<file path="config.mk">
export PLATFORM = sky130hd
export DESIGN_NAME = bpc_corr
export DESIGN_NICKNAME = d
export VERILOG_FILES = /design/src/rtl/bpc_pkg.sv /design/src/rtl/bpc_corr.sv
export SDC_FILE = /design/constraint.sdc
export NUM_CORES = 2
export LEC_CHECK = 0
export ABC_AREA = 1
export BUFFER_PORTS_ARGS = -buffer_cell sky130_fd_sc_hd__buf_2
export CELL_PAD_IN_SITES_DETAIL_PLACEMENT = 1
export CELL_PAD_IN_SITES_GLOBAL_PLACEMENT = 1
export CORE_ASPECT_RATIO = 1.1
export CORE_UTILIZATION = 35
export DETAILED_ROUTE_END_ITERATION = 6
export HOLD_SLACK_MARGIN = 0.12
export MAX_ROUTING_LAYER = met4
export PLACE_DENSITY = 0.6
export SYNTH_ARGS = -nofsm -noshare
export SYNTH_HDL_FRONTEND = slang
export SYNTH_SLANG_ARGS = --single-unit
</file>
<file path="constraint.sdc">
create_clock -name clk -period 11.5 [get_ports clk]
set_clock_uncertainty 0.15 [all_clocks]
set_input_delay 1.725 -clock clk [delete_from_list [all_inputs] [get_ports clk]]
set_output_delay 1.725 -clock clk [all_outputs]
set_load 0.02 [all_outputs]
</file>
<file path="src/rtl/bpc_pkg.sv">
// Shared types, widths and constants for the barometric compensation block.
// Used by every module of the block; depends on nothing.
package bpc_pkg;

  localparam int IN_W    = 24;
  localparam int CAL_W   = 16;
  localparam int IDX_W   = 3;
  localparam int DT_W    = 25;
  localparam int MUL_W   = 42;
  localparam int DSQ_W   = 48;
  localparam int DSQF_W  = 50;
  localparam int T2_W    = 17;
  localparam int TEMP_W  = 19;
  localparam int OFF_W   = 35;
  localparam int SENS_W  = 34;
  localparam int SQT_W   = 36;
  localparam int SQX_W   = 40;
  localparam int FIN_W   = 41;
  localparam int LO_W    = 20;
  localparam int PL_W    = 44;
  localparam int PH_W    = 46;
  localparam int PROD_W  = 66;
  localparam int DIFF_W  = 46;
  localparam int PQ_W    = 31;
  localparam int PRESS_W = 27;

  localparam int C5_SHIFT         = 8;
  localparam int TEMP_SHIFT       = 23;
  localparam int OFF_BASE_SHIFT   = 16;
  localparam int SENS_BASE_SHIFT  = 15;
  localparam int OFF_TC_SHIFT     = 7;
  localparam int SENS_TC_SHIFT    = 8;
  localparam int T2_SHIFT         = 31;
  localparam int SENS_APPLY_SHIFT = 21;
  localparam int P_FINAL_SHIFT    = 15;

  localparam int TEMP_REF  = 2000;
  localparam int TEMP_COLD = -1500;
  localparam int P_MAX     = 67108863;
  localparam int P_MIN     = -67108864;

  typedef enum logic [IDX_W-1:0] {
    REG_PRESSURE_SENSITIVITY   = 3'd0,
    REG_PRESSURE_OFFSET        = 3'd1,
    REG_SENSITIVITY_TEMP_COEFF = 3'd2,
    REG_OFFSET_TEMP_COEFF      = 3'd3,
    REG_REFERENCE_TEMPERATURE  = 3'd4,
    REG_TEMPERATURE_SLOPE      = 3'd5
  } cfg_reg_t;

  typedef struct packed {
    logic [CAL_W-1:0] pressure_sensitivity;
    logic [CAL_W-1:0] pressure_offset;
    logic [CAL_W-1:0] sensitivity_temp_coeff;
    logic [CAL_W-1:0] offset_temp_coeff;
    logic [CAL_W-1:0] reference_temperature;
    logic [CAL_W-1:0] temperature_slope;
  } cal_t;

  typedef struct packed {
    logic [IN_W-1:0]   d1;
    logic [TEMP_W-1:0] temp;
    logic [OFF_W-1:0]  off;
    logic [SENS_W-1:0] sens;
    logic [T2_W-1:0]   t2;
  } scale_t;

  typedef struct packed {
    logic [IN_W-1:0]   d1;
    logic [FIN_W-1:0]  off_f;
    logic [FIN_W-1:0]  sens_f;
    logic [TEMP_W-1:0] temp_out;
  } corr_t;

endpackage

</file>
<file path="src/rtl/bpc_corr.sv">
// Stages four and five: second-order correction terms and corrected OFF, SENS, TEMP.
// Depends on bpc_pkg.
module bpc_corr (
  input  logic            clk,
  input  logic            rst,
  input  logic            en,
  input  logic            valid_in,
  input  bpc_pkg::scale_t data_in,
  output logic            valid_out,
  output bpc_pkg::corr_t  data_out
);

  logic signed [bpc_pkg::TEMP_W-1:0]   temp_in;
  logic signed [bpc_pkg::TEMP_W:0]     dw;
  logic signed [bpc_pkg::TEMP_W:0]     dc;
  logic signed [2*bpc_pkg::TEMP_W+1:0] dw_sq;
  logic signed [2*bpc_pkg::TEMP_W+1:0] dc_sq;

  logic                        s4_valid;
  logic [bpc_pkg::IN_W-1:0]    s4_d1;
  logic [bpc_pkg::TEMP_W-1:0]  s4_temp;
  logic [bpc_pkg::OFF_W-1:0]   s4_off;
  logic [bpc_pkg::SENS_W-1:0]  s4_sens;
  logic [bpc_pkg::T2_W-1:0]    s4_t2;
  logic [bpc_pkg::SQT_W-1:0]   s4_sqw;
  logic [bpc_pkg::SQT_W-1:0]   s4_sqc;
  logic                        s4_warm;
  logic                        s4_cold;

  logic [bpc_pkg::SQX_W-1:0]   w5;
  logic [bpc_pkg::SQX_W-1:0]   c7;
  logic [bpc_pkg::SQX_W-1:0]   c11;
  logic [bpc_pkg::SQX_W-1:0]   off2;
  logic [bpc_pkg::SQX_W-1:0]   sens2;
  logic signed [bpc_pkg::FIN_W-1:0] off_f_next;
  logic signed [bpc_pkg::FIN_W-1:0] sens_f_next;
  logic signed [bpc_pkg::TEMP_W:0]  temp_out_next;

  always_comb begin
    temp_in = $signed(data_in.temp);
    dw      = (bpc_pkg::TEMP_W+1)'(temp_in) - (bpc_pkg::TEMP_W+1)'(bpc_pkg::TEMP_REF);
    dc      = (bpc_pkg::TEMP_W+1)'(temp_in) - (bpc_pkg::TEMP_W+1)'(bpc_pkg::TEMP_COLD);
    dw_sq   = dw * dw;
    dc_sq   = dc * dc;
  end

  always_comb begin
    w5    = {{(bpc_pkg::SQX_W-bpc_pkg::SQT_W-2){1'b0}}, s4_sqw, 2'b00}
          + bpc_pkg::SQX_W'(s4_sqw);
    c7    = {{(bpc_pkg::SQX_W-bpc_pkg::SQT_W-3){1'b0}}, s4_sqc, 3'b000}
          - bpc_pkg::SQX_W'(s4_sqc);
    c11   = {{(bpc_pkg::SQX_W-bpc_pkg::SQT_W-3){1'b0}}, s4_sqc, 3'b000}
          + {{(bpc_pkg::SQX_W-bpc_pkg::SQT_W-1){1'b0}}, s4_sqc, 1'b0}
          + bpc_pkg::SQX_W'(s4_sqc);
    off2  = (s4_warm ? (w5 >> 1) : '0) + (s4_cold ? c7 : '0);
    sens2 = (s4_warm ? (w5 >> 2) : '0) + (s4_cold ? (c11 >> 1) : '0);
    off_f_next    = bpc_pkg::FIN_W'($signed(s4_off)) - $signed({1'b0, off2});
    sens_f_next   = bpc_pkg::FIN_W'($signed(s4_sens)) - $signed({1'b0, sens2});
    temp_out_next = (bpc_pkg::TEMP_W+1)'($signed(s4_temp))
                  - $signed({3'b000, (s4_warm ? s4_t2 : {bpc_pkg::T2_W{1'b0}})});
  end

  always_ff @(posedge clk) begin
    if (rst) begin
      s4_valid  <= 1'b0;
      valid_out <= 1'b0;
    end else if (en) begin
      s4_valid  <= valid_in;
      valid_out <= s4_valid;
    end
  end

  always_ff @(posedge clk) begin
    if (en) begin
      s4_d1             <= data_in.d1;
      s4_temp           <= data_in.temp;
      s4_off            <= data_in.off;
      s4_sens           <= data_in.sens;
      s4_t2             <= data_in.t2;
      s4_sqw            <= dw_sq[bpc_pkg::SQT_W-1:0];
      s4_sqc            <= dc_sq[bpc_pkg::SQT_W-1:0];
      s4_warm           <= temp_in < bpc_pkg::TEMP_W'(bpc_pkg::TEMP_REF);
      s4_cold           <= temp_in < bpc_pkg::TEMP_W'(bpc_pkg::TEMP_COLD);
      data_out.d1       <= s4_d1;
      data_out.off_f    <= off_f_next;
      data_out.sens_f   <= sens_f_next;
      data_out.temp_out <= temp_out_next[bpc_pkg::TEMP_W-1:0];
    end
  end

endmodule

</file>
# Word level (Yosys, flattened, before mapping)
# Cells that the tools add are included.
[word_totals]
word_cells = 35
reg_bits = 330
inputBits = 133
[op_classes]
muxes = 5
mul = 2
n_addsub = 11
n_lt_le_gt_ge = 2
[ops]
columns = ["op", "count"]
rows = [
  ["$mul A20 B20 Y36", 2],
  ["$sub A34 B41 Y41", 1],
  ["$sub A35 B41 Y41", 1],
  ["$add A37 B39 Y40", 1],
  ["$add A38 B40 Y40", 1],
  ["$add A39 B37 Y40", 1],
  ["$add A40 B36 Y40", 1],
  ["$mux W40", 1],
  ["$sub A19 B12 Y20 const B", 2],
  ["$sub A39 B36 Y40", 1],
  ["$add A38 B36 Y39", 1],
  ["$mux W39", 1],
  ["$lt A19 B12 Y1 const B", 2],
  ["$mux W38", 1],
  ["$mux W37", 1],
  ["$sub A19 B18 Y19", 1],
  ["$mux W17", 1],
]

# Logic depth before layout (Yosys ltp)
[logic_depth]
word_depth = 5
depth_mapped = 40
depth_no_buf = 40

# Least setup slack after synthesis
# No wires, ideal clock.
[synth_path]
path_type = "input to register"
startpoint = "input data_in[88] (netlist bit)"
endpoint = "register s4_sqc[27] (netlist bit) (data pin)"
t_arrival_ps = 8956
slack_ps = 2134
path_stages = 37
t_required_ps = 11090
cell_sequence = "inv_1 > clkbuf_1 > buf_1 > ha_1 > inv_1 > nand2_1 > nand2_1 > nand2_1 > nand3_2 > nand2_2 > xor2_4 > inv_2 > buf_2 > nor2_1 > inv_1 > fa_1 > inv_1 > fa_1 > inv_1 > fa_1 > inv_1 > fa_1 > inv_1 > fa_1 > inv_1 > fa_1 > fa_1 > ha_1 > a21oi_1 > o21ai_0 > a21oi_1 > nand2_1 > a21oi_1 > o21ai_0 > nand2_1 > nand2_1 > xor2_1"
[synth_between]
elab_chain_cells = 2
[synth_rtl]
columns = ["element", "line_no", "text"]
rows = [
  ["start, declared", "bpc_corr.sv:8", "input bpc_pkg::scale_t data_in,"],
  ["$sub A19 B12 Y20", "bpc_corr.sv:42", "dc = (bpc_pkg::TEMP_W+1)'(temp_in) - (bpc_pkg::TEMP_W+1)'(bpc_pkg::TEMP_COLD);"],
  ["$mul A20 B20 Y36", "bpc_corr.sv:44", "dc_sq = dc * dc;"],
  ["named net dc_sq, one bit", "bpc_corr.sv:17", "logic signed [2*bpc_pkg::TEMP_W+1:0] dc_sq;"],
  ["end signal, assigned", "bpc_corr.sv:81", "s4_sqc <= dc_sq[bpc_pkg::SQT_W-1:0];"],
  ["end, declared", "bpc_corr.sv:26", "logic [bpc_pkg::SQT_W-1:0] s4_sqc;"],
]
# The timed path passes the listed nets, and every way through them passes these cells.
# A chain may end at the register's enable or synchronous reset.

# Worst setup path in the final report
[layout_path]
startpoint = "input data_in[90] (netlist bit)"
endpoint = "register s4_sqw[34] (netlist bit) (data pin)"
[layout_between]
elab_chain_cells = 2
[layout_rtl]
columns = ["element", "line_no", "text"]
rows = [
  ["$sub A19 B12 Y20", "bpc_corr.sv:41", "dw = (bpc_pkg::TEMP_W+1)'(temp_in) - (bpc_pkg::TEMP_W+1)'(bpc_pkg::TEMP_REF);"],
  ["$mul A20 B20 Y36", "bpc_corr.sv:43", "dw_sq = dw * dw;"],
  ["named net dw_sq, one bit", "bpc_corr.sv:16", "logic signed [2*bpc_pkg::TEMP_W+1:0] dw_sq;"],
  ["end signal, assigned", "bpc_corr.sv:80", "s4_sqw <= dw_sq[bpc_pkg::SQT_W-1:0];"],
  ["end, declared", "bpc_corr.sv:25", "logic [bpc_pkg::SQT_W-1:0] s4_sqw;"],
]
# The timed path passes the listed nets, and every way through them passes these cells.

==> flow_summary.json <==
{
  "crit_required_ns": 11.71,
  "max-cap-violations": 0,
  "port_buffers": 258,
  "fmax_mhz": 102,
  "cpPeakStageDelay_ns": 0.55,
  "async_reset_ff_share_pct": 0,
  "yosys.area.top_type_share_pct": 27.5,
  "grt.total_usage_pct": 25.0,
  "placed_area_sq_um": 58100,
  "start_kind": "primary input",
  "filler_cell_count": 18751,
  "initial_core_util_pct": 35.2,
  "worstReg2RegEnd": "data_out[55]",
  "whs_path_depth": 0,
  "synth.distinct_cells": 56,
  "grt_max_degree": 92,
  "avgSynthCellArea_sq_um": 8.07,
  "crit_type": "primary input to flip-flop",
  "cts_buffers": 41,
  "first_global_vias": 49925,
  "tightest_slew_ns": 1.25,
  "holdCritPathClass": "flip-flop to flip-flop",
  "instances_no_fill": 9082,
  "grt.overflow.total": 0,
  "drtIter0Drc": 1801,
  "tns_ns": 0,
  "arrival_ns": 10.02,
  "clock_latency_ns": 0.62,
  "setup_viol": 0,
  "period_minus_slack_ns": 9.81,
  "drive_above_1_share_pct": 6.10,
  "cp-end-kind": "flip-flop",
  "antenna_left": 0,
  "rsz0062_at_grt": "false",
  "holdWs_ns": 0.261,
  "wirelength_mm": 188,
  "die_y_microns": 415,
  "path_clk_slew_ns": 0.06,
  "fin_area_sq_um": 59400,
  "gp_congestion": 0.983,
  "cts_max_level": 2,
  "ys_seq_area_share_pct": 18.0,
  "reg2reg_from": "s4_temp[0]",
  "vias": 45178,
  "yosys-top-cells-count": "inv_1 (1,525), nand2_1 (1,031), nor2_1 (816)",
  "cts_hold_buf": 0,
  "reg2reg_depth": 30,
  "hpwl_mm": 163,
  "io_pins": 259,
  "die_area_sq_um": 157000,
  "drc": 0,
  "crit_fanout": 23,
  "chipWidth_microns": 377,
  "syn2layout_area_growth_pct": 9.54,
  "yosysTopAreaCell": "fa_1",
  "final_nets": 8336,
  "wire_per_inst_microns": 20.7,
  "regArea_sq_um": 9740,
  "slew_headroom_pct": 16.7,
  "grt_pass1_wl_mm": 292,
  "tritoncts": "done",
  "cpMostUsedCell": "inv_1",
  "antenna_found_initial": 1,
  "synth_area_sq_um": 54200,
  "clk_path_buf_depth": 3,
  "ys_ff_latch": 325,
  "hold_viol_final": 0,
  "placed_cells": 9009,
  "vias_per_cell": 4.97,
  "netlist_instances": 6720,
  "fp.coreArea_sq_um": 154000,
  "ys_warn_count": 0,
  "synthTopCellsByArea": "fa_1 (27%), edfxtp_1 (18%), ha_1 (11%), inv_1 (11%), nand2_1 (7.1%)",
  "synth_most_common_cell": "inv_1",
  "numClockSinks": 325,
  "post-cts-setup-buffers": 0,
  "first_pass_iters": 5,
  "critPathCapture": "s4_sqw[34]",
  "critPathLaunch": "data_in[90]",
  "synth_edf_count": 323,
  "fp-row-count": 151,
  "root_buffer": "clkbuf_16",
  "status": "completed",
  "final_max_slew_viol_count": 0,
  "cts.repair.resized": 0,
  "period_share_pct": 85.3,
  "rrSetupSlack_ns": 3.57,
  "diodes": 0,
  "multiInputGateArea_sq_um": 38400,
  "critical_path.slowest_cell": "fa_1",
  "synth_top_flop_cell": "edfxtp_1"
}
==> sequential cells by signal, summed over array words and instances, names as in the netlist, 17 cells and up <==
name	cells
s4_sens	34
s4_t2	17
s4_off	35
s4_temp	19
data_out	125
s4_d1	24
s4_sqw	34
s4_sqc	33
==> how the worst min path moves through the flow <==
stage | from | to | slack, ns
after global routing | s4_d1[22] | data_out[123] | 0.27
after CTS | s4_d1[16] | data_out[117] | 0.27
after floorplan | s4_d1[0] | data_out[101] | 0.25
after global placement | s4_d1[1] | data_out[102] | 0.25
after detailed placement | s4_d1[16] | data_out[117] | 0.26
final | s4_d1[12] | data_out[113] | 0.26
==> placed cells by master, fill, tap and decap left out, drive strengths merged, types with 179 or more instances in the layout <==
master,netlist,layout
a21oi,463,463
buf,34,294
edfxtp,323,323
fa,744,744
ha,472,472
inv,1539,1542
nand2,1055,1055
nand3,180,180
nor2,827,827
o21ai,329,329
xor2,179,179
==> final cells by class <==
class                           count  area share (%)
Inverter                         1541            9.74
Tap cell                         2065            4.35
Multi-Input combinational cell   4784            64.6
Sequential cell                   325            16.4
Clock inverter                     28           0.516
Timing Repair Buffer              294            2.65
Clock buffer                       45            1.75
==> metrics by stage <==
stage / utilization (%) / setup WS [ns]
after floorplan: - / 2.13
after global placement: 37.7 / 1.19
after detailed placement: 37.7 / 1.00
after global routing: 38.6 / 0.957
final: 38.6 / 1.69
after CTS: 38.6 / 1.65
==> per-layer routing <==
metal	part of all wire [%]	GRT usage, %
met1	43	29.8
met2	51	44.2
met3	2.5	1.59
met4	4.0	8.81
met5	0	-
==> critical path: cells and delay by family <==
family	cells	cell delay, ns
fa+ha+maj	9	4.18
compound gates	2	0.28
buf+inv	12	1.66
simple gates	16	2.15
==> kinds of logic (layout without fill, tap and decap cells) <==
group	Yosys count	count (layout)	synth area share, %
xor+xnor	278	278	4.57
buf+inv	1612	1908	11.3
compound gates	1063	1063	11.0
flops	325	325	18.0
fa+ha+maj	1216	1216	38.4
simple gates	2224	2224	16.8
other cells	2	3	0.0138
Power is left out: the tool's default activity adds up to more than one toggle a clock period on the data nets, which glitch-free logic cannot reach.
