`src/rtl/bpc_pkg.sv`:
```
// Shared types, widths and constants for the barometric compensation block.
// Used by every module of the block; depends on nothing.
package bpc_pkg;

  localparam int IN_W    = 24;
  localparam int CAL_W   = 16;
  localparam int IDX_W   = 3;
  localparam int DT_W    = 25;
  localparam int MUL_W   = 42;
  localparam int DSQ_W   = 48;
  localparam int DSQF_W  = 50;
  localparam int T2_W    = 17;
  localparam int TEMP_W  = 19;
  localparam int OFF_W   = 35;
  localparam int SENS_W  = 34;
  localparam int SQT_W   = 36;
  localparam int SQX_W   = 40;
  localparam int FIN_W   = 41;
  localparam int LO_W    = 20;
  localparam int PL_W    = 44;
  localparam int PH_W    = 46;
  localparam int PROD_W  = 66;
  localparam int DIFF_W  = 46;
  localparam int PQ_W    = 31;
  localparam int PRESS_W = 27;

  localparam int C5_SHIFT         = 8;
  localparam int TEMP_SHIFT       = 23;
  localparam int OFF_BASE_SHIFT   = 16;
  localparam int SENS_BASE_SHIFT  = 15;
  localparam int OFF_TC_SHIFT     = 7;
  localparam int SENS_TC_SHIFT    = 8;
  localparam int T2_SHIFT         = 31;
  localparam int SENS_APPLY_SHIFT = 21;
  localparam int P_FINAL_SHIFT    = 15;

  localparam int TEMP_REF  = 2000;
  localparam int TEMP_COLD = -1500;
  localparam int P_MAX     = 67108863;
  localparam int P_MIN     = -67108864;

  typedef enum logic [IDX_W-1:0] {
    REG_PRESSURE_SENSITIVITY   = 3'd0,
    REG_PRESSURE_OFFSET        = 3'd1,
    REG_SENSITIVITY_TEMP_COEFF = 3'd2,
    REG_OFFSET_TEMP_COEFF      = 3'd3,
    REG_REFERENCE_TEMPERATURE  = 3'd4,
    REG_TEMPERATURE_SLOPE      = 3'd5
  } cfg_reg_t;

  typedef struct packed {
    logic [CAL_W-1:0] pressure_sensitivity;
    logic [CAL_W-1:0] pressure_offset;
    logic [CAL_W-1:0] sensitivity_temp_coeff;
    logic [CAL_W-1:0] offset_temp_coeff;
    logic [CAL_W-1:0] reference_temperature;
    logic [CAL_W-1:0] temperature_slope;
  } cal_t;

  typedef struct packed {
    logic [IN_W-1:0]   d1;
    logic [TEMP_W-1:0] temp;
    logic [OFF_W-1:0]  off;
    logic [SENS_W-1:0] sens;
    logic [T2_W-1:0]   t2;
  } scale_t;

  typedef struct packed {
    logic [IN_W-1:0]   d1;
    logic [FIN_W-1:0]  off_f;
    logic [FIN_W-1:0]  sens_f;
    logic [TEMP_W-1:0] temp_out;
  } corr_t;

endpackage

```
`src/rtl/bpc_scale.sv`:
```
// First three pipeline stages: dT, the four dT products, and first-order scaling.
// Depends on bpc_pkg.
module bpc_scale (
  input  logic                        clk,
  input  logic                        rst,
  input  logic                        en,
  input  logic                        valid_in,
  input  logic [bpc_pkg::IN_W-1:0]    raw_pressure,
  input  logic [bpc_pkg::IN_W-1:0]    raw_temperature,
  input  bpc_pkg::cal_t               cal,
  output logic                        valid_out,
  output bpc_pkg::scale_t             data_out
);

  logic                              s1_valid;
  logic [bpc_pkg::IN_W-1:0]          s1_d1;
  logic signed [bpc_pkg::DT_W-1:0]   s1_dt;
  logic signed [bpc_pkg::DT_W-1:0]   s1_dt_next;

  logic                              s2_valid;
  logic [bpc_pkg::IN_W-1:0]          s2_d1;
  logic signed [bpc_pkg::MUL_W-1:0]  s2_p_temp;
  logic signed [bpc_pkg::MUL_W-1:0]  s2_p_off;
  logic signed [bpc_pkg::MUL_W-1:0]  s2_p_sens;
  logic [bpc_pkg::DSQ_W-1:0]         s2_dt_sq;
  logic signed [bpc_pkg::MUL_W-1:0]  p_temp_next;
  logic signed [bpc_pkg::MUL_W-1:0]  p_off_next;
  logic signed [bpc_pkg::MUL_W-1:0]  p_sens_next;
  logic signed [bpc_pkg::DSQF_W-1:0] dt_sq_full;

  logic signed [bpc_pkg::MUL_W-1:0]  temp_q;
  logic signed [bpc_pkg::MUL_W-1:0]  off_q;
  logic signed [bpc_pkg::MUL_W-1:0]  sens_q;
  logic signed [bpc_pkg::MUL_W-1:0]  temp_sum;
  logic signed [bpc_pkg::MUL_W-1:0]  off_sum;
  logic signed [bpc_pkg::MUL_W-1:0]  sens_sum;

  assign s1_dt_next = bpc_pkg::DT_W'(
    $signed({2'b00, raw_temperature}) -
    $signed({2'b00, cal.reference_temperature, {bpc_pkg::C5_SHIFT{1'b0}}}));

  always_comb begin
    p_temp_next = s1_dt * $signed({1'b0, cal.temperature_slope});
    p_off_next  = s1_dt * $signed({1'b0, cal.offset_temp_coeff});
    p_sens_next = s1_dt * $signed({1'b0, cal.sensitivity_temp_coeff});
    dt_sq_full  = s1_dt * s1_dt;
  end

  // round toward zero: add 2^k-1 to negative values before the shift
  always_comb begin
    temp_q = (s2_p_temp + $signed({{(bpc_pkg::MUL_W-bpc_pkg::TEMP_SHIFT){1'b0}},
              {bpc_pkg::TEMP_SHIFT{s2_p_temp[bpc_pkg::MUL_W-1]}}})) >>> bpc_pkg::TEMP_SHIFT;
    off_q  = (s2_p_off + $signed({{(bpc_pkg::MUL_W-bpc_pkg::OFF_TC_SHIFT){1'b0}},
              {bpc_pkg::OFF_TC_SHIFT{s2_p_off[bpc_pkg::MUL_W-1]}}})) >>> bpc_pkg::OFF_TC_SHIFT;
    sens_q = (s2_p_sens + $signed({{(bpc_pkg::MUL_W-bpc_pkg::SENS_TC_SHIFT){1'b0}},
              {bpc_pkg::SENS_TC_SHIFT{s2_p_sens[bpc_pkg::MUL_W-1]}}})) >>> bpc_pkg::SENS_TC_SHIFT;
    temp_sum = temp_q + bpc_pkg::MUL_W'(bpc_pkg::TEMP_REF);
    off_sum  = off_q + $signed({1'b0, cal.pressure_offset,
                                {bpc_pkg::OFF_BASE_SHIFT{1'b0}}});
    sens_sum = sens_q + $signed({1'b0, cal.pressure_sensitivity,
                                 {bpc_pkg::SENS_BASE_SHIFT{1'b0}}});
  end

  always_ff @(posedge clk) begin
    if (rst) begin
      s1_valid  <= 1'b0;
      s2_valid  <= 1'b0;
      valid_out <= 1'b0;
    end else if (en) begin
      s1_valid  <= valid_in;
      s2_valid  <= s1_valid;
      valid_out <= s2_valid;
    end
  end

  always_ff @(posedge clk) begin
    if (en) begin
      s1_d1         <= raw_pressure;
      s1_dt         <= s1_dt_next;
      s2_d1         <= s1_d1;
      s2_p_temp     <= p_temp_next;
      s2_p_off      <= p_off_next;
      s2_p_sens     <= p_sens_next;
      s2_dt_sq      <= dt_sq_full[bpc_pkg::DSQ_W-1:0];
      data_out.d1   <= s2_d1;
      data_out.temp <= temp_sum[bpc_pkg::TEMP_W-1:0];
      data_out.off  <= off_sum[bpc_pkg::OFF_W-1:0];
      data_out.sens <= sens_sum[bpc_pkg::SENS_W-1:0];
      data_out.t2   <= s2_dt_sq[bpc_pkg::DSQ_W-1:bpc_pkg::T2_SHIFT];
    end
  end

endmodule

```
`config.mk`:
```
export PLATFORM = sky130hd
export DESIGN_NAME = bpc_scale
export DESIGN_NICKNAME = d
export VERILOG_FILES = /design/src/rtl/bpc_pkg.sv /design/src/rtl/bpc_scale.sv
export SDC_FILE = /design/constraint.sdc
export NUM_CORES = 2
export LEC_CHECK = 0
export ABC_AREA = 1
export BUFFER_PORTS_ARGS = -buffer_cell sky130_fd_sc_hd__buf_4
export CORE_MARGIN = 2
export CORE_UTILIZATION = 60
export CTS_BUF_LIST = sky130_fd_sc_hd__clkbuf_4
export CTS_CLUSTER_DIAMETER = 50
export CTS_CLUSTER_SIZE = 40
export DETAILED_ROUTE_END_ITERATION = 6
export GPL_TIMING_DRIVEN = 0
export PLACE_DENSITY = 0.77
export SLEW_MARGIN = 5
export SYNTH_ARGS = -nofsm -noshare
export SYNTH_HDL_FRONTEND = slang
export SYNTH_SLANG_ARGS = --single-unit
```
`constraint.sdc`:
```
create_clock -name clk -period 6.9 [get_ports clk]
set_clock_uncertainty 0.05 [all_clocks]
set_input_delay 0.69 -clock clk [delete_from_list [all_inputs] [get_ports clk]]
set_output_delay 0.69 -clock clk [all_outputs]
set_load 0.005 [all_outputs]
```
# --- After elaboration in Yosys (flattened, before gate mapping) ---
# Cells that the tools add are included.
word_totals:
  ff_bits: 379
  latchBits: 0
  mem_bits_rw: 0
  romBits: 0
  inputBits: 148
  output_inout_bits: 130
  elab_cells: 26
  mem_count: 0
classes:
  add_sub_neg: 7
  n_mul: 4
  div: 0
  n_lt_le_gt_ge: 0
  n_eq_ne: 0
  shifts: 0
  n_mux: 0
  n_bitwise: 0
  n_reduce_logical: 0
ops:
  columns: ["op", "count"]
  rows:
  - ["$mul 25x17->42", 3]
  - ["$mul 25x25->48", 1]
  - ["$add 42x24->42", 1]
  - ["$add 42x8->42", 1]
  - ["$add 42x9->42", 1]
  - ["$add 35x33->35", 1]
  - ["$add 34x32->34", 1]
  - ["$sub 24x24->25", 1]
  - ["$add 19x12->19 const B", 1]

# --- Depth between registers and ports, before layout ---
depth:
  ltp_word: 2
  mapped_depth: 29
  mapped_depth_nobuf: 27

# --- Worst setup path after synthesis ---
# No wires, ideal clock.
synth_timing:
  path_kind: "register to register"
  from: "register s1_dt[24] in the netlist's numbering"
  to: "register s2_dt_sq[47] in the netlist's numbering (data pin)"
  setup_time_ns: 0.252
  arrival_ns: 6.589
  t_required_ns: 6.598
  setup_slack_ns: 0.008
  stages_incl_launch_ff: 28
  path_buffers: 3
  synth_period_minus_slack_ns: 6.892
  path_cell_list: "edfxtp_1 clkbuf_1 clkbuf_1 buf_1 nand2_1 inv_1 fa_1 fa_1 fa_1 inv_1 fa_1 inv_1 fa_1 inv_1 fa_1 inv_1 fa_1 ha_1 nand2_1 inv_1 nand3_1 nor2_1 nand2_1 or2_2 nand3_1 inv_1 nand2_1 nand2_1"
synth_via:
  elab_chain_len: 1
synth_rtl:
  columns: ["item", "line_no", "text"]
  rows:
  - ["from (decl)", "bpc_scale.sv:17", "logic signed [bpc_pkg::DT_W-1:0] s1_dt;"]
  - ["from (signal assigned)", "bpc_scale.sv:79", "s1_dt <= s1_dt_next;"]
  - ["$mul 25x25->48", "bpc_scale.sv:46", "dt_sq_full = s1_dt * s1_dt;"]
  - ["net dt_sq_full (one bit)", "bpc_scale.sv:29", "logic signed [bpc_pkg::DSQF_W-1:0] dt_sq_full;"]
  - ["to (signal assigned)", "bpc_scale.sv:84", "s2_dt_sq <= dt_sq_full[bpc_pkg::DSQ_W-1:0];"]
  - ["to (decl)", "bpc_scale.sv:25", "logic [bpc_pkg::DSQ_W-1:0] s2_dt_sq;"]
# The timed path passes the listed nets, and every way through them passes these cells.
# A chain may end at the register's enable or synchronous reset.

# --- Worst setup path in the final report ---
layout_timing:
  from: "register s1_dt[6] in the netlist's numbering"
  to: "register s2_dt_sq[41] in the netlist's numbering (data pin)"
# Same word-level chain as after synthesis.

==> results.yml <==
final_layout:
  fin_nets: 12600
  drive_gt1_share_pct: 8.64
  synthToLayoutAreaGrowth_pct: 10.3
  fin_area_mm2: 0.0911
  instances_no_fill: 12000
critical_path:
  r2r_setup_slack_ns: -0.06
  cp.required_ns: 7.56
  r2r-end: "s2_dt_sq[41]"
  path_class: "reg2reg"
  arrival_ns: 7.62
  start_kind: "flop"
  reg2reg_depth: 26
  reg2reg_from: "s1_dt[6]"
  worst_setup_path_end_kind: "flop"
  path_max_fanout: 6
synth:
  ys_seq_area_share_pct: 12.6
  avgSynthCellArea_um2: 8.46
  syn-num-nets: 12200
  synth.distinct_cells: 57
  synthFlopType: "edfxtp_1"
  netlist_instances: 9759
  yosysWarningCount: 0
  synthArstFlopShare_pct: 0
  synth-seq-cells: 348
  synth-edff-count: 345
  synthTopCellsByArea: "fa_1 43%, inv_1 14%, edfxtp_1 13%"
  synth_area_mm2: 0.0826
  yosysTopAreaCell: "fa_1"
  yosys.area.top_type_share_pct: 42.8
timing:
  final-setup-viol-count: 5
  worst_slack_ns: -0.0620
  holdWs_ns: 0.0896
  rsz0062_at_grt: "yes"
  fmax_ghz: 0.144
  period_share_pct: 101
  slew_violations: 0
  fin_crit_ns: 6.96
  slew_headroom_pct: 19.8
  hold_viol_final: 0
  worstMarginPinSlew_ns: 1.20
run_status:
  violations: "setup timing"
  status: "finished with violations"
placement:
  post_dp_cell_area_mm2: 0.0866
  place_inst: 11800
  io_buffers: 229
  detailed_place_hpwl_mm: 222
  globalplace.congestion: 1.03
die:
  die_x_um: 375
  start_util_pct: 60.3
  rows: 136
  core-area_mm2: 0.137
  die_y_um: 375
  io_pins: 278
  die_area_mm2: 0.141
run:
  drv_cap: 0
route:
  drcViolationCount: 0
  wire_per_inst_um: 22.4
  routed_wl_mm: 269
  vias: 65700
  drt_iter0_drc: 5607
  via_per_inst: 5.46
  ant_nets: 0
  drtPass1Iterations: 7
worst_hold_path:
  hp-start: "raw_temperature[23]"
  worstHoldPathType: "in2reg"
  min_path_cells: 3
  holdPathEnd: "s1_dt[24]"
grt:
  grt_max_degree: 121
  grt_usage_pct: 39.1
  grt_antenna_before_repair: 14
  grt-ovfl-total: 0
  grt_pass1_wl_mm: 406
  grt_pass1_vias: 69600
cts:
  cts_tree: "yes"
  path_clk_slew_ns: 0.12
  cts_made_buffers: 43
  cts.sinks: 348
  htreeDepth: 2
  root_buffer: "clkbuf_4"
  cts_buffer_depth: 3
  clk_latency_ns: 1.00
==> critical path: stages (launching register included) <==
cell	delay [ns]
edfxtp_1	0.50
clkbuf_16	0.23
clkbuf_16	0.19
buf_12	0.14
nand2_1	0.10
inv_1	0.07
fa_1	0.53
fa_1	0.51
inv_1	0.05
fa_1	0.52
fa_1	0.53
inv_1	0.06
fa_1	0.49
fa_1	0.51
inv_1	0.06
fa_1	0.55
inv_1	0.09
ha_4	0.24
nand2_1	0.07
nand2_1	0.10
a31oi_1	0.20
inv_1	0.11
a21oi_1	0.21
o21ai_0	0.13
nand2_1	0.07
o211ai_1	0.16
xor2_1	0.20
==> through the flow <==
stage / util, % / setup TNS [ns] / setup slack (ns)
floorplan: - / 0 / 0.00831
global placement: 63.2 / -112.69 / -3.00
detailed placement: 63.2 / -74.47 / -2.10
CTS: 65.5 / -0.0441 / -0.0320
global route: 66.5 / -1.42 / -0.169
finish: 66.5 / -0.135 / -0.0620
==> logic make-up after synthesis <==
group	share of synthesized area (%)
buf+inv	15.2
simple gates	14.2
fa+ha+maj	51.0
compound gates	4.13
flops	12.6
xor+xnor	2.92
==> sequential cells by signal, indices dropped and copies added (netlist names) <==
signal and count:
s2_valid 1, data_out 129, s2_p_sens 42, s1_valid 1, s2_p_temp 42, s1_dt 25
valid_out 1, s2_p_off 42, s1_d1 24, s2_dt_sq 17, s2_d1 24
==> synthesized netlist by cell type, types with 46 or more instances <==
cell and n:
inv_1 2976, nand2_1 2217, fa_1 1766, ha_1 539, nor2_1 360, edfxtp_1 345, clkbuf_1 302, a21oi_1 272
xor2_1 178, nand3_1 148, o21ai_0 130, xnor2_1 95, nand4_1 53, a31oi_1 46, nor3_1 46
==> routing by layer <==
layer | up-vias | track usage, % | share of wire, %
met4 | 8 | 22.6 | 7.1
met2 | 3065 | 62.1 | 46
met5 | - | 0 | 0.019
met1 | 32700 | 47.7 | 37
met3 | 877 | 11.2 | 10
li1 | 29000 | - | -
==> final cells by class <==
cell class              count  area, um^2
multi-input cells        6080       60600
fillers                 11500       45900
inverters                2984       11200
flip-flops and latches    348       10400
repair buffers            393        3250
plain buffers             337        2520
well taps                1794        2240
clock inverters            34         467
clock buffers              45         338
diodes                     12        30.0
==> placed cells by master, fill, tap and decap left out, types with 15 or more instances in the layout <==
cell           count
buf_4            355
a31oi_1           39
o21ai_1           16
clkbuf_2          38
nand2_1         2176
nand4_1           53
a21oi_2           18
nand2_2           39
fa_2              35
dlygate4sd3_1     38
buf_6             20
a21o_1            35
nor2_1           341
xnor2_1           94
inv_1           2951
buf_12            15
nor3_1            43
nor4_1            16
clkbuf_1         141
o21ai_0          116
edfxtp_1         345
nor2_4            15
nand3_1          143
o21bai_1          29
xor2_1           176
ha_1             509
inv_2             28
fa_1            1731
clkbuf_4          84
a21oi_1          254
ha_4              24
clkbuf_8          33
==> worst max path at each step <==
stage	startpoint	end	slack, ns	cells after the start
2_1_floorplan	s1_dt[24]	s2_dt_sq[47]	0.008	27
3_3_place_gp	s1_dt[24]	s2_dt_sq[43]	-3.00	23
3_5_place_dp	s1_dt[24]	s2_dt_sq[43]	-2.10	23
4_1_cts	s1_dt[24]	s2_dt_sq[46]	-0.03	24
5_1_grt	s1_dt[3]	s2_dt_sq[41]	-0.17	27
6_report	s1_dt[6]	s2_dt_sq[41]	-0.06	26
==> timing repair <==
action                     in CTS  in global routing
resized for setup             504                311
gates cloned                    1                  3
setup endpoints to repair      99                 64
hold buffers                   38                  0
pin swaps                      34                 49
hold endpoints to repair       39                  0
buffers inserted               59                 61
Power is left out: the tool's default activity adds up to more than one toggle a clock period on the data nets, which glitch-free logic cannot reach.
