`config.mk`:
```
export PLATFORM = sky130hd
export DESIGN_NAME = bpc_press
export DESIGN_NICKNAME = d
export VERILOG_FILES = /design/src/rtl/bpc_pkg.sv /design/src/rtl/bpc_press.sv
export SDC_FILE = /design/constraint.sdc
export NUM_CORES = 2
export LEC_CHECK = 0
export BUFFER_PORTS_ARGS = -buffer_cell sky130_fd_sc_hd__buf_2
export CORE_ASPECT_RATIO = 1.25
export CORE_MARGIN = 4
export CORE_UTILIZATION = 40
export CTS_CLUSTER_SIZE = 16
export DETAILED_ROUTE_END_ITERATION = 8
export GPL_TIMING_DRIVEN = 0
export PLACE_DENSITY = 0.56
export SLEW_MARGIN = 0
export SYNTH_ARGS = -nofsm -noshare
export SYNTH_HDL_FRONTEND = slang
export SYNTH_SLANG_ARGS = --single-unit
```
`constraint.sdc`:
```
create_clock -name clk -period 11.4 [get_ports clk]
set_clock_uncertainty 0.1 [all_clocks]
set_input_delay 1.71 -clock clk [delete_from_list [all_inputs] [get_ports clk]]
set_output_delay 1.71 -clock clk [all_outputs]
set_load 0.1 [all_outputs]
```
`src/rtl/bpc_pkg.sv`:
```
// Shared types, widths and constants for the barometric compensation block.
// Used by every module of the block; depends on nothing.
package bpc_pkg;

  localparam int IN_W    = 24;
  localparam int CAL_W   = 16;
  localparam int IDX_W   = 3;
  localparam int DT_W    = 25;
  localparam int MUL_W   = 42;
  localparam int DSQ_W   = 48;
  localparam int DSQF_W  = 50;
  localparam int T2_W    = 17;
  localparam int TEMP_W  = 19;
  localparam int OFF_W   = 35;
  localparam int SENS_W  = 34;
  localparam int SQT_W   = 36;
  localparam int SQX_W   = 40;
  localparam int FIN_W   = 41;
  localparam int LO_W    = 20;
  localparam int PL_W    = 44;
  localparam int PH_W    = 46;
  localparam int PROD_W  = 66;
  localparam int DIFF_W  = 46;
  localparam int PQ_W    = 31;
  localparam int PRESS_W = 27;

  localparam int C5_SHIFT         = 8;
  localparam int TEMP_SHIFT       = 23;
  localparam int OFF_BASE_SHIFT   = 16;
  localparam int SENS_BASE_SHIFT  = 15;
  localparam int OFF_TC_SHIFT     = 7;
  localparam int SENS_TC_SHIFT    = 8;
  localparam int T2_SHIFT         = 31;
  localparam int SENS_APPLY_SHIFT = 21;
  localparam int P_FINAL_SHIFT    = 15;

  localparam int TEMP_REF  = 2000;
  localparam int TEMP_COLD = -1500;
  localparam int P_MAX     = 67108863;
  localparam int P_MIN     = -67108864;

  typedef enum logic [IDX_W-1:0] {
    REG_PRESSURE_SENSITIVITY   = 3'd0,
    REG_PRESSURE_OFFSET        = 3'd1,
    REG_SENSITIVITY_TEMP_COEFF = 3'd2,
    REG_OFFSET_TEMP_COEFF      = 3'd3,
    REG_REFERENCE_TEMPERATURE  = 3'd4,
    REG_TEMPERATURE_SLOPE      = 3'd5
  } cfg_reg_t;

  typedef struct packed {
    logic [CAL_W-1:0] pressure_sensitivity;
    logic [CAL_W-1:0] pressure_offset;
    logic [CAL_W-1:0] sensitivity_temp_coeff;
    logic [CAL_W-1:0] offset_temp_coeff;
    logic [CAL_W-1:0] reference_temperature;
    logic [CAL_W-1:0] temperature_slope;
  } cal_t;

  typedef struct packed {
    logic [IN_W-1:0]   d1;
    logic [TEMP_W-1:0] temp;
    logic [OFF_W-1:0]  off;
    logic [SENS_W-1:0] sens;
    logic [T2_W-1:0]   t2;
  } scale_t;

  typedef struct packed {
    logic [IN_W-1:0]   d1;
    logic [FIN_W-1:0]  off_f;
    logic [FIN_W-1:0]  sens_f;
    logic [TEMP_W-1:0] temp_out;
  } corr_t;

endpackage

```
`src/rtl/bpc_press.sv`:
```
// Stages six to nine: split D1*SENS product, final scaling, saturation, output register.
// Depends on bpc_pkg.
module bpc_press (
  input  logic                                clk,
  input  logic                                rst,
  input  logic                                en,
  input  logic                                valid_in,
  input  bpc_pkg::corr_t                      data_in,
  output logic                                valid_out,
  output logic signed [bpc_pkg::PRESS_W-1:0]  pressure_pa,
  output logic signed [bpc_pkg::TEMP_W-1:0]   temperature_centi
);

  logic                               s6_valid;
  logic [bpc_pkg::PL_W-1:0]           s6_pl;
  logic signed [bpc_pkg::PH_W-1:0]    s6_ph;
  logic [bpc_pkg::FIN_W-1:0]          s6_off_f;
  logic [bpc_pkg::TEMP_W-1:0]         s6_temp;
  logic [bpc_pkg::PL_W-1:0]           pl_next;
  logic signed [bpc_pkg::PH_W-1:0]    ph_next;

  logic                               s7_valid;
  logic signed [bpc_pkg::PROD_W-1:0]  s7_prod;
  logic [bpc_pkg::FIN_W-1:0]          s7_off_f;
  logic [bpc_pkg::TEMP_W-1:0]         s7_temp;
  logic signed [bpc_pkg::PROD_W-1:0]  prod_next;

  logic                               s8_valid;
  logic signed [bpc_pkg::DIFF_W-1:0]  s8_diff;
  logic [bpc_pkg::TEMP_W-1:0]         s8_temp;
  logic signed [bpc_pkg::PROD_W-1:0]  prod_q;
  logic signed [bpc_pkg::DIFF_W-1:0]  diff_next;

  logic signed [bpc_pkg::DIFF_W-1:0]  p_q;
  logic signed [bpc_pkg::PQ_W-1:0]    p_w;
  logic signed [bpc_pkg::PRESS_W-1:0] p_sat;

  always_comb begin
    pl_next = data_in.d1 * data_in.sens_f[bpc_pkg::LO_W-1:0];
    ph_next = $signed({1'b0, data_in.d1})
            * $signed(data_in.sens_f[bpc_pkg::FIN_W-1:bpc_pkg::LO_W]);
    prod_next = $signed({s6_ph, {bpc_pkg::LO_W{1'b0}}})
              + $signed({{(bpc_pkg::PROD_W-bpc_pkg::PL_W){1'b0}}, s6_pl});
  end

  // round toward zero before each shift
  always_comb begin
    prod_q = (s7_prod + $signed({{(bpc_pkg::PROD_W-bpc_pkg::SENS_APPLY_SHIFT){1'b0}},
              {bpc_pkg::SENS_APPLY_SHIFT{s7_prod[bpc_pkg::PROD_W-1]}}}))
             >>> bpc_pkg::SENS_APPLY_SHIFT;
    diff_next = prod_q[bpc_pkg::DIFF_W-1:0]
              - bpc_pkg::DIFF_W'($signed(s7_off_f));
    p_q = (s8_diff + $signed({{(bpc_pkg::DIFF_W-bpc_pkg::P_FINAL_SHIFT){1'b0}},
           {bpc_pkg::P_FINAL_SHIFT{s8_diff[bpc_pkg::DIFF_W-1]}}}))
          >>> bpc_pkg::P_FINAL_SHIFT;
    p_w = p_q[bpc_pkg::PQ_W-1:0];
    if (p_w > bpc_pkg::PQ_W'(bpc_pkg::P_MAX)) begin
      p_sat = bpc_pkg::PRESS_W'(bpc_pkg::P_MAX);
    end else if (p_w < bpc_pkg::PQ_W'(bpc_pkg::P_MIN)) begin
      p_sat = bpc_pkg::PRESS_W'(bpc_pkg::P_MIN);
    end else begin
      p_sat = p_w[bpc_pkg::PRESS_W-1:0];
    end
  end

  always_ff @(posedge clk) begin
    if (rst) begin
      s6_valid  <= 1'b0;
      s7_valid  <= 1'b0;
      s8_valid  <= 1'b0;
      valid_out <= 1'b0;
    end else if (en) begin
      s6_valid  <= valid_in;
      s7_valid  <= s6_valid;
      s8_valid  <= s7_valid;
      valid_out <= s8_valid;
    end
  end

  always_ff @(posedge clk) begin
    if (en) begin
      s6_pl             <= pl_next;
      s6_ph             <= ph_next;
      s6_off_f          <= data_in.off_f;
      s6_temp           <= data_in.temp_out;
      s7_prod           <= prod_next;
      s7_off_f          <= s6_off_f;
      s7_temp           <= s6_temp;
      s8_diff           <= diff_next;
      s8_temp           <= s7_temp;
      pressure_pa       <= p_sat;
      temperature_centi <= $signed(s8_temp);
    end
  end

endmodule

```
-- After elaboration in Yosys (flattened, before gate mapping)
Cells that the tools add are included.
- bits in registers: 391
- bits of input ports: 129
- output and inout bits: 47
- logic and storage cells: 24
- $add $sub $neg: 4
- multiply operators: 2
- order comparisons: 2
- muxes and demuxes: 1
- operators with widths (cell ; number):
    $add 66x22->66 ; 1
    $add 66x45->66 ; 1
    $add 46x16->46 ; 1
    $mul 25x21->46 ; 1
    $sub 45x41->46 ; 1
    $mul 24x20->44 ; 1
    $gt 31x27->1 const B ; 1
    $lt 31x27->1 const B ; 1
    $mux 27 ; 1

-- Logic depth before layout (Yosys ltp)
- depth after elaboration: 3
- gate-level depth with buffers: 28
- mapped depth without buffers: 27

-- Least setup slack after synthesis
OpenSTA, ideal clock, no wires.
- path type: input -> register
- from: input port data_in[42] in the netlist's numbering
- to: register s6_ph[37] in the netlist's numbering, data pin
- setup time: 265 ps
- arrival time: 8021 ps
- data required time: 11035 ps
- setup slack: 3014 ps
- cell stages on the path: 27
- path buffers: 1
- cell sequence: clkbuf_1 -> and2_1 -> fa_1 -> fa_1 -> inv_1 -> fa_1 -> inv_1 -> fa_1 -> inv_1 -> fa_1 -> inv_1 -> fa_1 -> inv_1 -> fa_1 -> inv_1 -> ha_1 -> and4_1 -> o211ai_1 -> o211ai_2 -> nor2b_1 -> a31o_1 -> a211o_1 -> a21o_1 -> a21bo_1 -> a21o_1 -> a31o_1 -> xor2_1
- cells in the longest elaborated chain, start to end: 1
- RTL lines (what ; line ; source):
    start: declaration ; bpc_press.sv:8 ; input bpc_pkg::corr_t data_in,
    $mul 25x21->46 ; bpc_press.sv:41 ; * $signed(data_in.sens_f[bpc_pkg::FIN_W-1:bpc_pkg::LO_W]);
    named net ph_next, one bit ; bpc_press.sv:20 ; logic signed [bpc_pkg::PH_W-1:0] ph_next;
    end signal: assignment ; bpc_press.sv:83 ; s6_ph <= ph_next;
    end: declaration ; bpc_press.sv:16 ; logic signed [bpc_pkg::PH_W-1:0] s6_ph;
The timed path passes the listed nets, and every way through them passes these cells.
A chain may end at the register's enable or synchronous reset.

-- Worst setup path in the final report
- from: input port data_in[108] in the netlist's numbering
- to: register s6_pl[43] in the netlist's numbering, data pin
- cells in the longest elaborated chain, start to end: 1
- RTL lines (what ; line ; source):
    $mul 24x20->44 ; bpc_press.sv:39 ; pl_next = data_in.d1 * data_in.sens_f[bpc_pkg::LO_W-1:0];
    named net pl_next, one bit ; bpc_press.sv:19 ; logic [bpc_pkg::PL_W-1:0] pl_next;
    end signal: assignment ; bpc_press.sv:82 ; s6_pl <= pl_next;
    end: declaration ; bpc_press.sv:15 ; logic [bpc_pkg::PL_W-1:0] s6_pl;
The timed path passes the listed nets, and every way through them passes these cells.

==> results by group <==
CTS
  – Register clock-pin slew on the reported worst setup and hold paths: ~0.070 ns
  – Count of hold buffers inserted by post-cts repair: 0
  – Clk buf depth: 3
  – Total CTS buffers: 36
  – Clk_lat worst skew: 0.56 ns
  – CTS resizes: 0
  – H-Tree Depth: 2
  – Number of buffers added for setup after CTS: 0
  – CTS tree: done
  – Buffer cell driving the clock tree root: clkbuf_16
  – CTS Sinks: between 300 and 400

Drt
  – Initial DRT Pass Iterations: 5
  – First-iteration detailed-routing DRC count: 2285
  – Post-route antenna net violation count: 0
  – Count of vias placed by the detailed router: about 35000
  – Final routed DRC violation total: 0
  – Wire length per cell: 22.2 um
  – Final routed wirelength across all metal layers: between 150000 and 200000 um
  – Vias per Instance: roughly 5.1

Synthesis
  – Post-synth top area share: 32.2%
  – Mapped Area: between 50000 and 60000 um^2
  – Count of mapped cells out of synthesis: about 5000
  – Portion of the post-synthesis area used by sequential elements: 23.2%
  – Cell types occupying the most area after synthesis: fa_1, edfxtp_1, ha_1, inv_1, and2_1
  – Total number of yosys warnings: 0
  – Mean area per synthesized cell: 10.0 um^2
  – Post-synthesis sequential element count: between 300 and 400
  – Async set or reset register ratio after synthesis: 0%
  – Number of synthesized flops with an enable pin: a little under 400
  – Count of unique library cells instantiated by Yosys: 81
  – Net count after synthesis: between 6000 and 7000
  – Largest area contributor in the netlist: fa_1
  – Most common flop cell mapped by yosys: edfxtp_1

Run status
  – Result of the run: complete, but fails checks
  – Violated checks: max-capacitance violations

Floorplan
  – I/O pins: ~180
  – Number of standard-cell rows in the floorplan: 145
  – Height of the die: slightly above 400 um
  – Core region area: roughly 130000 um^2
  – Initial core utilization: between 40% and 50%
  – Area enclosed by the die boundary: 132000 um^2
  – Floorplan die width: 325 um

Placement
  – Detailed placement HPWL: 125000 um
  – Routability congestion estimate: about 0.97
  – Number of port buffers: approximately 180
  – Area after DPL: roughly 53000 um^2

Hold path
  – Hold WC Path Type: register to register
  – Endpoint, Worst Hold: s7_temp[0]
  – Hold Crit Start: s6_temp[0]
  – Count of cells along the worst hold path: 0

Timing
  – Fin Hold WS: around 0.31 ns
  – Final setup violation count: 0
  – Highest achievable clock rate: around 110 MHz
  – Worst slew slack as a fraction of its limit: less than 1%
  – Final hold violation count: 0
  – RSZ-0062 raised after global routing: false
  – Worst-margin pin slew: roughly 1.5 ns
  – Clock period minus worst slack: 9.51 ns
  – Period utilization: approximately 83%
  – Total negative setup slack: 0 ns
  – Final slew viol count: 0

Critical path
  – R2r setup slk: between 4 and 5 ns
  – CP max FO: 10
  – WS Path Type: input pin to register
  – Type of origin of the critical path: input pin
  – Capturing element type of the critical path: register
  – Worst path required time: 11.60 ns
  – Worst r2r path cells: 23
  – Signal arrival time at the worst endpoint: between 9 and 10 ns
  – Reg-to-Reg End: s8_diff[35]
  – Worst R2R Start: s7_prod[65]

Final layout
  – Leading cell type in the layout, fill and taps excluded: inv_1
  – Layout Area Growth over Synthesis: 8.23%
  – Final Core Density: 43.6%
  – Commonest cells after routing, fill and taps aside: inv_1, fa_1, nand2_1
  – Layout cells sized above 1: between 5 and 6%
  – Final Instance Area: approximately 54000 um^2
  – Final layout net count: 6614

GRT
  – Global route overflow: 0
  – First-pass GRT wire length: 230000 um
  – Combined global-route utilization of all metal layers: 23.3%
  – Initial antenna violation count: 15
  – Vias in the first global route: roughly 38000
  – Largest net degree at the start of global routing: roughly 120

Run
  – Number of max-cap violations: 1
metrics by stage:
stage,setup WS (ns),instances
finish,1.89,6888
global route,1.67,6882
CTS,1.95,6878
detailed placement,1.37,6814
global placement,1.40,6811
floorplan,3.01,5019
critical path, stage by stage:
cell	delay, ns
buf_2	0.20
clkbuf_1	0.98
and2_1	0.28
fa_1	0.45
fa_1	0.51
inv_1	0.05
fa_1	0.47
inv_1	0.05
fa_1	0.46
ha_1	0.31
fa_1	0.50
inv_1	0.05
fa_1	0.48
inv_1	0.04
ha_1	0.39
nand4_1	0.18
nor4_1	0.34
nor2_1	0.14
a21oi_1	0.20
a2bb2oi_1	0.18
o31ai_1	0.58
a221oi_1	0.19
a21oi_1	0.33
nand2_1	0.10
o21ai_0	0.23
xnor2_1	0.26
worst max path at each step:
stage | start | endpoint | slack, ns | cells past startpoint
2_1_floorplan | data_in[42] | s6_ph[37] | 3.01 | 27
3_3_place_gp | data_in[112] | s6_ph[36] | 1.40 | 25
3_5_place_dp | data_in[112] | s6_ph[36] | 1.37 | 25
4_1_cts | data_in[112] | s6_ph[36] | 1.95 | 25
5_1_grt | data_in[118] | s6_pl[41] | 1.67 | 26
6_report | data_in[108] | s6_pl[43] | 1.89 | 26
kinds of logic after synthesis:
kind of cell               count (synthesis)  synth area share, %
muxes                                      4               0.0796
DFF                                      391                 23.2
adders and majority gates               1250                 43.2
and+or+nand+nor                         1442                 14.0
xor gates and xnor gates                 231                 4.02
AOI/OAI and AO/OA                        491                 6.44
buffers and inverters                   1210                 9.03
routing by layer:
| metal | GRT usage, % | wire, um | vias up |
|---|---|---|---|
| met5 | 0 | 62 | - |
| met4 | 12.2 | 9900 | 8 |
| met3 | 3.04 | 9460 | 363 |
| met2 | 40.9 | 74300 | 1246 |
| met1 | 28.2 | 58900 | 17740 |
| li1 | - | - | 16100 |
cell type report:
class,instances,area (um^2)
antenna,10,25.0
buffer,192,723
clock buffer,41,920
clock inverter,23,206
fill,12138,70500
inverter,1018,3820
multi-input combinational,3418,34100
sequential,391,11700
tap,1617,2020
timing repair buffer,178,968
synthesized netlist by cell type (all sizes together) (4+ instances only):
| cell | number |
|---|---|
| inv | 1018 |
| fa | 810 |
| nand2 | 659 |
| ha | 440 |
| and2 | 417 |
| edfxtp | 387 |
| clkbuf | 190 |
| xnor2 | 155 |
| a21oi | 141 |
| nor2 | 123 |
| a21o | 93 |
| o21ai | 93 |
| xor2 | 76 |
| nand3 | 62 |
| nand4 | 36 |
| nand2b | 34 |
| nor2b | 31 |
| o21bai | 30 |
| and3 | 28 |
| nor3 | 24 |
| o21a | 24 |
| a31oi | 21 |
| a211oi | 17 |
| o31ai | 10 |
| and4 | 8 |
| a31o | 6 |
| o211ai | 6 |
| nor4 | 5 |
| o41ai | 5 |
| a211o | 4 |
| a221oi | 4 |
| a41oi | 4 |
| dfxtp | 4 |
| mux2i | 4 |
| or2 | 4 |
sequential cells by signal, summed over array words and instances (netlist names), 19 cells and up:
register / cells
s7_prod: 66
s7_temp: 19
s8_temp: 19
pressure_pa: 27
s8_diff: 46
s6_off_f: 41
s6_temp: 19
temperature_centi: 19
s6_ph: 46
s6_pl: 44
s7_off_f: 41
Power is left out: the tool's default activity adds up to more than one toggle a clock period on the data nets, which glitch-free logic cannot reach.
